--- config.mk ---
export PLATFORM = sky130hd
export DESIGN_NAME = hmh_event_counters
export DESIGN_NICKNAME = d
export VERILOG_FILES = /design/src/rtl/core/hmh_pkg.sv /design/src/rtl/core/hmh_event_counters.sv
export SDC_FILE = /design/constraint.sdc
export NUM_CORES = 1
export LEC_CHECK = 0
export BUFFER_PORTS_ARGS = -buffer_cell sky130_fd_sc_hd__buf_2
export CORE_ASPECT_RATIO = 1.4
export CORE_MARGIN = 4
export CORE_UTILIZATION = 40
export CTS_BUF_LIST = sky130_fd_sc_hd__clkbuf_2 sky130_fd_sc_hd__clkbuf_4 sky130_fd_sc_hd__clkbuf_8
export DETAILED_ROUTE_END_ITERATION = 8
export HOLD_SLACK_MARGIN = 0.02
export PLACE_DENSITY = 0.56
export RECOVER_POWER = 50
export SYNTH_ARGS = -nofsm -noshare
export SYNTH_HDL_FRONTEND = slang
export SYNTH_SLANG_ARGS = --single-unit
export TNS_END_PERCENT = 30
--- constraint.sdc ---
create_clock -name clock -period 3.7 [get_ports clock]
set_input_delay 0.37 -clock clock [delete_from_list [all_inputs] [get_ports clock]]
set_output_delay 0.37 -clock clock [all_outputs]
set_load 0.02 [all_outputs]
--- src/rtl/core/hmh_pkg.sv ---
`timescale 1ns / 1ps

package hmh_pkg;

   // fixed field widths of the channels and the register
   localparam int OP_W        = 2;
   localparam int HYB_IDX_W   = 1;
   localparam int CHIP_IDX_W  = 3;
   localparam int STRIP_IDX_W = 8;
   localparam int LEVEL_W     = 2;
   localparam int KIND_W      = 2;
   localparam int BIN_IDX_W   = 12;
   localparam int COUNT_W     = 32;
   localparam int STATUS_W    = 2;
   localparam int MASK_W      = 16;

   // operation codes of an input item
   typedef enum logic [OP_W-1:0] {
      OP_HIT       = 2'd0,
      OP_END_EVENT = 2'd1,
      OP_READ      = 2'd2,
      OP_CLEAR     = 2'd3
   } op_type;

   // histogram levels
   localparam logic [LEVEL_W-1:0] LEVEL_CHIP   = 2'd0;
   localparam logic [LEVEL_W-1:0] LEVEL_HYBRID = 2'd1;
   localparam logic [LEVEL_W-1:0] LEVEL_MODULE = 2'd2;

   // histogram kinds, also the sub-step of one bump group
   localparam logic [KIND_W-1:0] KIND_ODD   = 2'd0;
   localparam logic [KIND_W-1:0] KIND_EVEN  = 2'd1;
   localparam logic [KIND_W-1:0] KIND_TOTAL = 2'd2;

   // result status codes
   localparam logic [STATUS_W-1:0] STATUS_OK       = 2'd0;
   localparam logic [STATUS_W-1:0] STATUS_BAD_READ = 2'd1;
   localparam logic [STATUS_W-1:0] STATUS_REJECT   = 2'd2;

   // sequencer states
   typedef enum logic [3:0] {
      ST_CLEAR,
      ST_IDLE,
      ST_RD_ADDR,
      ST_RESULT,
      ST_W_DRAIN,
      ST_W_LOAD,
      ST_W_CHIP,
      ST_W_HYB,
      ST_W_MOD
   } state_type;

   // event counter memory commands
   typedef enum logic [1:0] {
      CNT_NONE,
      CNT_INC_ODD,
      CNT_INC_EVEN,
      CNT_DRAIN
   } cnt_op_type;

   // histogram memory commands
   typedef enum logic [1:0] {
      HIST_NONE,
      HIST_BUMP,
      HIST_READ,
      HIST_CLEAR
   } hist_op_type;

endpackage

--- src/rtl/core/hmh_event_counters.sv ---
`timescale 1ns / 1ps

module hmh_event_counters #(
   parameter int STRIPS_PER_CHIP = 254,
   parameter int NUM_CHIPS       = 16,
   localparam int ODD_MAX  = STRIPS_PER_CHIP / 2,
   localparam int EVEN_MAX = (STRIPS_PER_CHIP + 1) / 2,
   localparam int CNT_W    = $clog2(EVEN_MAX + 1),
   localparam int G_W      = (NUM_CHIPS > 1) ? $clog2(NUM_CHIPS) : 1
) (
   input  logic                  clock,
   input  logic                  reset,
   input  hmh_pkg::cnt_op_type   cmd_op,
   input  logic [G_W-1:0]        cmd_addr,
   output logic [CNT_W-1:0]      drain_odd,
   output logic [CNT_W-1:0]      drain_even
);
   import hmh_pkg::*;

   localparam int WORD_W = 2 * CNT_W;

   logic [WORD_W-1:0]    mem [NUM_CHIPS];
   logic [NUM_CHIPS-1:0] valid_ff;
   logic [WORD_W-1:0]    q_ff;
   logic                 q_valid_ff;
   logic                 fwd_ff;
   logic [WORD_W-1:0]    fwd_word_ff;
   cnt_op_type           stage_op_ff;
   logic [G_W-1:0]       stage_addr_ff;

   logic [WORD_W-1:0]    cur_word;
   logic [CNT_W-1:0]     cur_odd;
   logic [CNT_W-1:0]     cur_even;
   logic                 wr_en;
   logic [WORD_W-1:0]    wr_word;

   // entry as read, with the write of the cycle before forwarded
   always_comb begin
      if (fwd_ff) begin
         cur_word = fwd_word_ff;
      end else if (q_valid_ff) begin
         cur_word = q_ff;
      end else begin
         cur_word = '0;
      end
   end

   assign cur_odd    = cur_word[WORD_W-1:CNT_W];
   assign cur_even   = cur_word[CNT_W-1:0];
   assign drain_odd  = cur_odd;
   assign drain_even = cur_even;

   // modify stage: saturating increment or drain to zero
   always_comb begin
      wr_en   = 1'b1;
      wr_word = cur_word;
      unique case (stage_op_ff)
         CNT_INC_ODD: begin
            if (cur_odd < CNT_W'(ODD_MAX)) begin
               wr_word = {cur_odd + CNT_W'(1), cur_even};
            end
         end
         CNT_INC_EVEN: begin
            if (cur_even < CNT_W'(EVEN_MAX)) begin
               wr_word = {cur_odd, cur_even + CNT_W'(1)};
            end
         end
         CNT_DRAIN: begin
            wr_word = '0;
         end
         CNT_NONE: begin
            wr_en = 1'b0;
         end
      endcase
   end

   // memory array, read-first
   always_ff @(posedge clock) begin
      if (wr_en) begin
         mem[stage_addr_ff] <= wr_word;
      end
      if (cmd_op != CNT_NONE) begin
         q_ff <= mem[cmd_addr];
      end
   end

   // read stage payload
   always_ff @(posedge clock) begin
      if (cmd_op != CNT_NONE) begin
         fwd_word_ff   <= wr_word;
         stage_addr_ff <= cmd_addr;
      end
   end

   // entry valid bits and stage control
   always_ff @(posedge clock) begin
      if (reset) begin
         valid_ff    <= '0;
         q_valid_ff  <= 1'b0;
         fwd_ff      <= 1'b0;
         stage_op_ff <= CNT_NONE;
      end else begin
         if (wr_en) begin
            valid_ff[stage_addr_ff] <= 1'b1;
         end
         if (cmd_op != CNT_NONE) begin
            q_valid_ff <= valid_ff[cmd_addr];
            fwd_ff     <= wr_en && (stage_addr_ff == cmd_addr);
         end
         stage_op_ff <= cmd_op;
      end
   end

endmodule

==> flow_summary.yaml <==
run_status:
  status: "complete, but fails checks"
  violations: "capacitance limit, slew limit"
sta:
  finalCritPeriodShare: 0.915
  hold_violations: 0
  whs_ns: 0.0634
  slew_headroom: -0.244
  skew_ns: 0.0149
  finalSetupViolCount: 0
  worstMarginPinSlew_ns: 1.87
  drv_slew: 126
  tns_ns: 0
  rsz0062_at_grt: "false"
  fmax_ghz: 0.295
  min_period_ns: 3.39
synthesis:
  ys.flop_type: "edfxtp_1"
  synthCells: 575
  ys_types: 56
  yosysWarnings: 0
  syn_area_per_cell_um2: 19.2
  synth_seq_area_share: 0.734
  ys_seq_elements: 276
  synth_enable_flop_cells: 256
  synth_nets: 585
  synthesis.area_mm2: 0.0110
  async_reset_ff_frac: 0
layout:
  nFillCells: 2343
  final_common_cell: "edfxtp_1"
  stdcell_count: 1037
  antennaDiodeCount: 0
  seqCellArea_mm2: 0.00809
  final_cell_mix: "edfxtp_1 (256), mux4_2 (74), clkbuf_8 (43)"
  drive_gt1_frac: 0.257
  nets: 650
  syn2layout_area_growth_pct: 13.1
  multi_input_area_mm2: 0.00280
  final_util: 0.462
worst_setup_path:
  crit_type: "flop to flop"
  crit_buf_inv: 0
  path_cells: "nand3_1 > a22oi_1 > a31oi_1 > o22ai_1"
  path_max_fanout: 34
  cp.required_ns: 3.85
  crit_family: "compound AO/OA/AOI/OAI gates"
  path_depth: 4
  startpoint_type: "flop"
  end_kind: "flop"
  crit_slowest_cell: "o22ai_1"
  max_stage_delay_ns: 1.05
  r2r_cells: 4
  arrival_ns: 3.53
drt:
  drtPass1Iterations: 5
  drc: 0
  wl_mm: 24.7
  ant_nets: 0
  post_drt_wl_per_cell_um: 23.9
  drt_iter0_markers: 382
  viasPerCell: 5.52
  dr_total_vias: 5721
global_routing:
  antenna_found_initial: 0
  grt.total_usage: 0.169
  grt_pass1_wl_mm: 37.8
  grt_pass1_vias: 6144
  grt_overflow: 0
  grt_max_degree: 35
clocking:
  cts_resized: 0
  insertion_delay_ns: 0.55
  hold_buffers: 0
  path_clk_slew_ns: 0.06
  cts-htree-levels: 2
  cts-root-buf: "clkbuf_8"
  tritoncts: "yes"
  cts_setup_buffers: 0
  cts_made_buffers: 41
  cts_sinks: 276
  clockBufferDepth: 3
placement:
  io_buffers: 21
  hpwl_mm: 14.4
  post-place-cells: 962
  place_congestion: 0.818
floorplanning:
  row_count: 71
  die-width_um: 148
  die_area_mm2: 0.0303
  io_pins: 22
  start_util: 0.408
  coreArea_mm2: 0.0270
  die-height_um: 204
power_and_ir_drop:
  power_density_mw_per_mm2: 501
  p_leak_nw: 4.03
  p_total_mw: 6.25
  vdd_drop_max_mv: 0.192
flow_run:
  cap_violations: 7
hold_path:
  hold_class: "input port to flop"
  hold_depth: 2
## logic make-up (layout without fill, tap and decap cells)
group | after synthesis | after routing | synth area share
xor gates and xnor gates | 4 | 4 | 0.00318
muxes | 78 | 78 | 0.155
AOI/OAI and AO/OA | 59 | 59 | 0.0383
and+or+nand+nor | 115 | 115 | 0.0522
buffers and inverters | 41 | 138 | 0.0154
adders and majority gates | 2 | 2 | 0.00227
DFF | 276 | 276 | 0.734
## report_power, final
part	switching [mW]	total [mW]	leakage (nW)	internal (mW)
clock	1.13	2.41	0.407	1.28
combinational	0.176	0.307	1.07	0.131
sequential	0.0506	3.53	2.55	3.48
## worst register-to-register path, stage by stage, from the launching register on
cell and delay (ns):
dfxtp_1 0.95, nand3_1 0.26, a22oi_1 0.56, a31oi_1 0.16, o22ai_1 1.05
## synth_stat cells, drive strengths merged (3+ instances only)
library cell / n / area (µm²)
nand3: 4 / 25.0
a22oi: 6 / 45.0
a31oi: 7 / 43.8
dfxtp: 20 / 400
nand4b: 4 / 35.0
xnor2: 3 / 26.3
nor3: 9 / 45.0
a22o: 4 / 35.0
nor2: 38 / 143
buf: 13 / 65.1
o21ai: 3 / 15.0
mux2i: 3 / 30.0
mux4: 74 / 1670
nand3b: 8 / 60.1
clkbuf: 17 / 63.8
and2: 7 / 43.8
nor2b: 5 / 31.3
edfxtp: 256 / 7690
inv: 10 / 37.5
a21oi: 14 / 70.1
nand2: 27 / 101
## worst paths after layout
check	slack, ns	endpoint	start
worst max-delay path	0.31	mem[9][0]	fwd_ff
worst max register to register	0.31	mem[9][0]	fwd_ff
worst min-delay path	0.06	stage_op_ff[0]	cmd_op[0]
worst min register to register	0.46	valid_ff[10]	valid_ff[10]
## through the flow
stage / setup WS [ns] / cell area (µm²)
floorplan: 0.737 / 11000
global placement: 0.701 / 11700
detailed placement: 0.417 / 11700
finish: 0.314 / 12500
CTS: 0.395 / 12500
global route: 0.0387 / 12500
## sequential cells by signal (all words and copies together) (netlist names)
| register | flops |
|---|---|
| fwd_ff | 1 |
| fwd_word_ff | 14 |
| mem | 224 |
| q_ff | 14 |
| q_valid_ff | 1 |
| stage_addr_ff | 4 |
| stage_op_ff | 2 |
| valid_ff | 16 |
## routing by layer
| layer | track usage | up-vias | wire [µm] |
|---|---|---|---|
| met5 | 0 | - | 0 |
| met4 | 0.0614 | 0 | 741 |
| met3 | 0.0339 | 57 | 1180 |
| met2 | 0.294 | 172 | 13000 |
| met1 | 0.208 | 2997 | 9800 |
| li1 | - | 2495 | - |
## cell type report
type | instances | area share
inverter | 11 | 0.00331
clock inverter | 26 | 0.0129
sequential | 276 | 0.649
timing repair buffer | 52 | 0.0224
tap | 365 | 0.0366
clock buffer | 49 | 0.0511
multi-input combinational | 258 | 0.225
No activity file was read; power rests on OpenSTA's default activity.
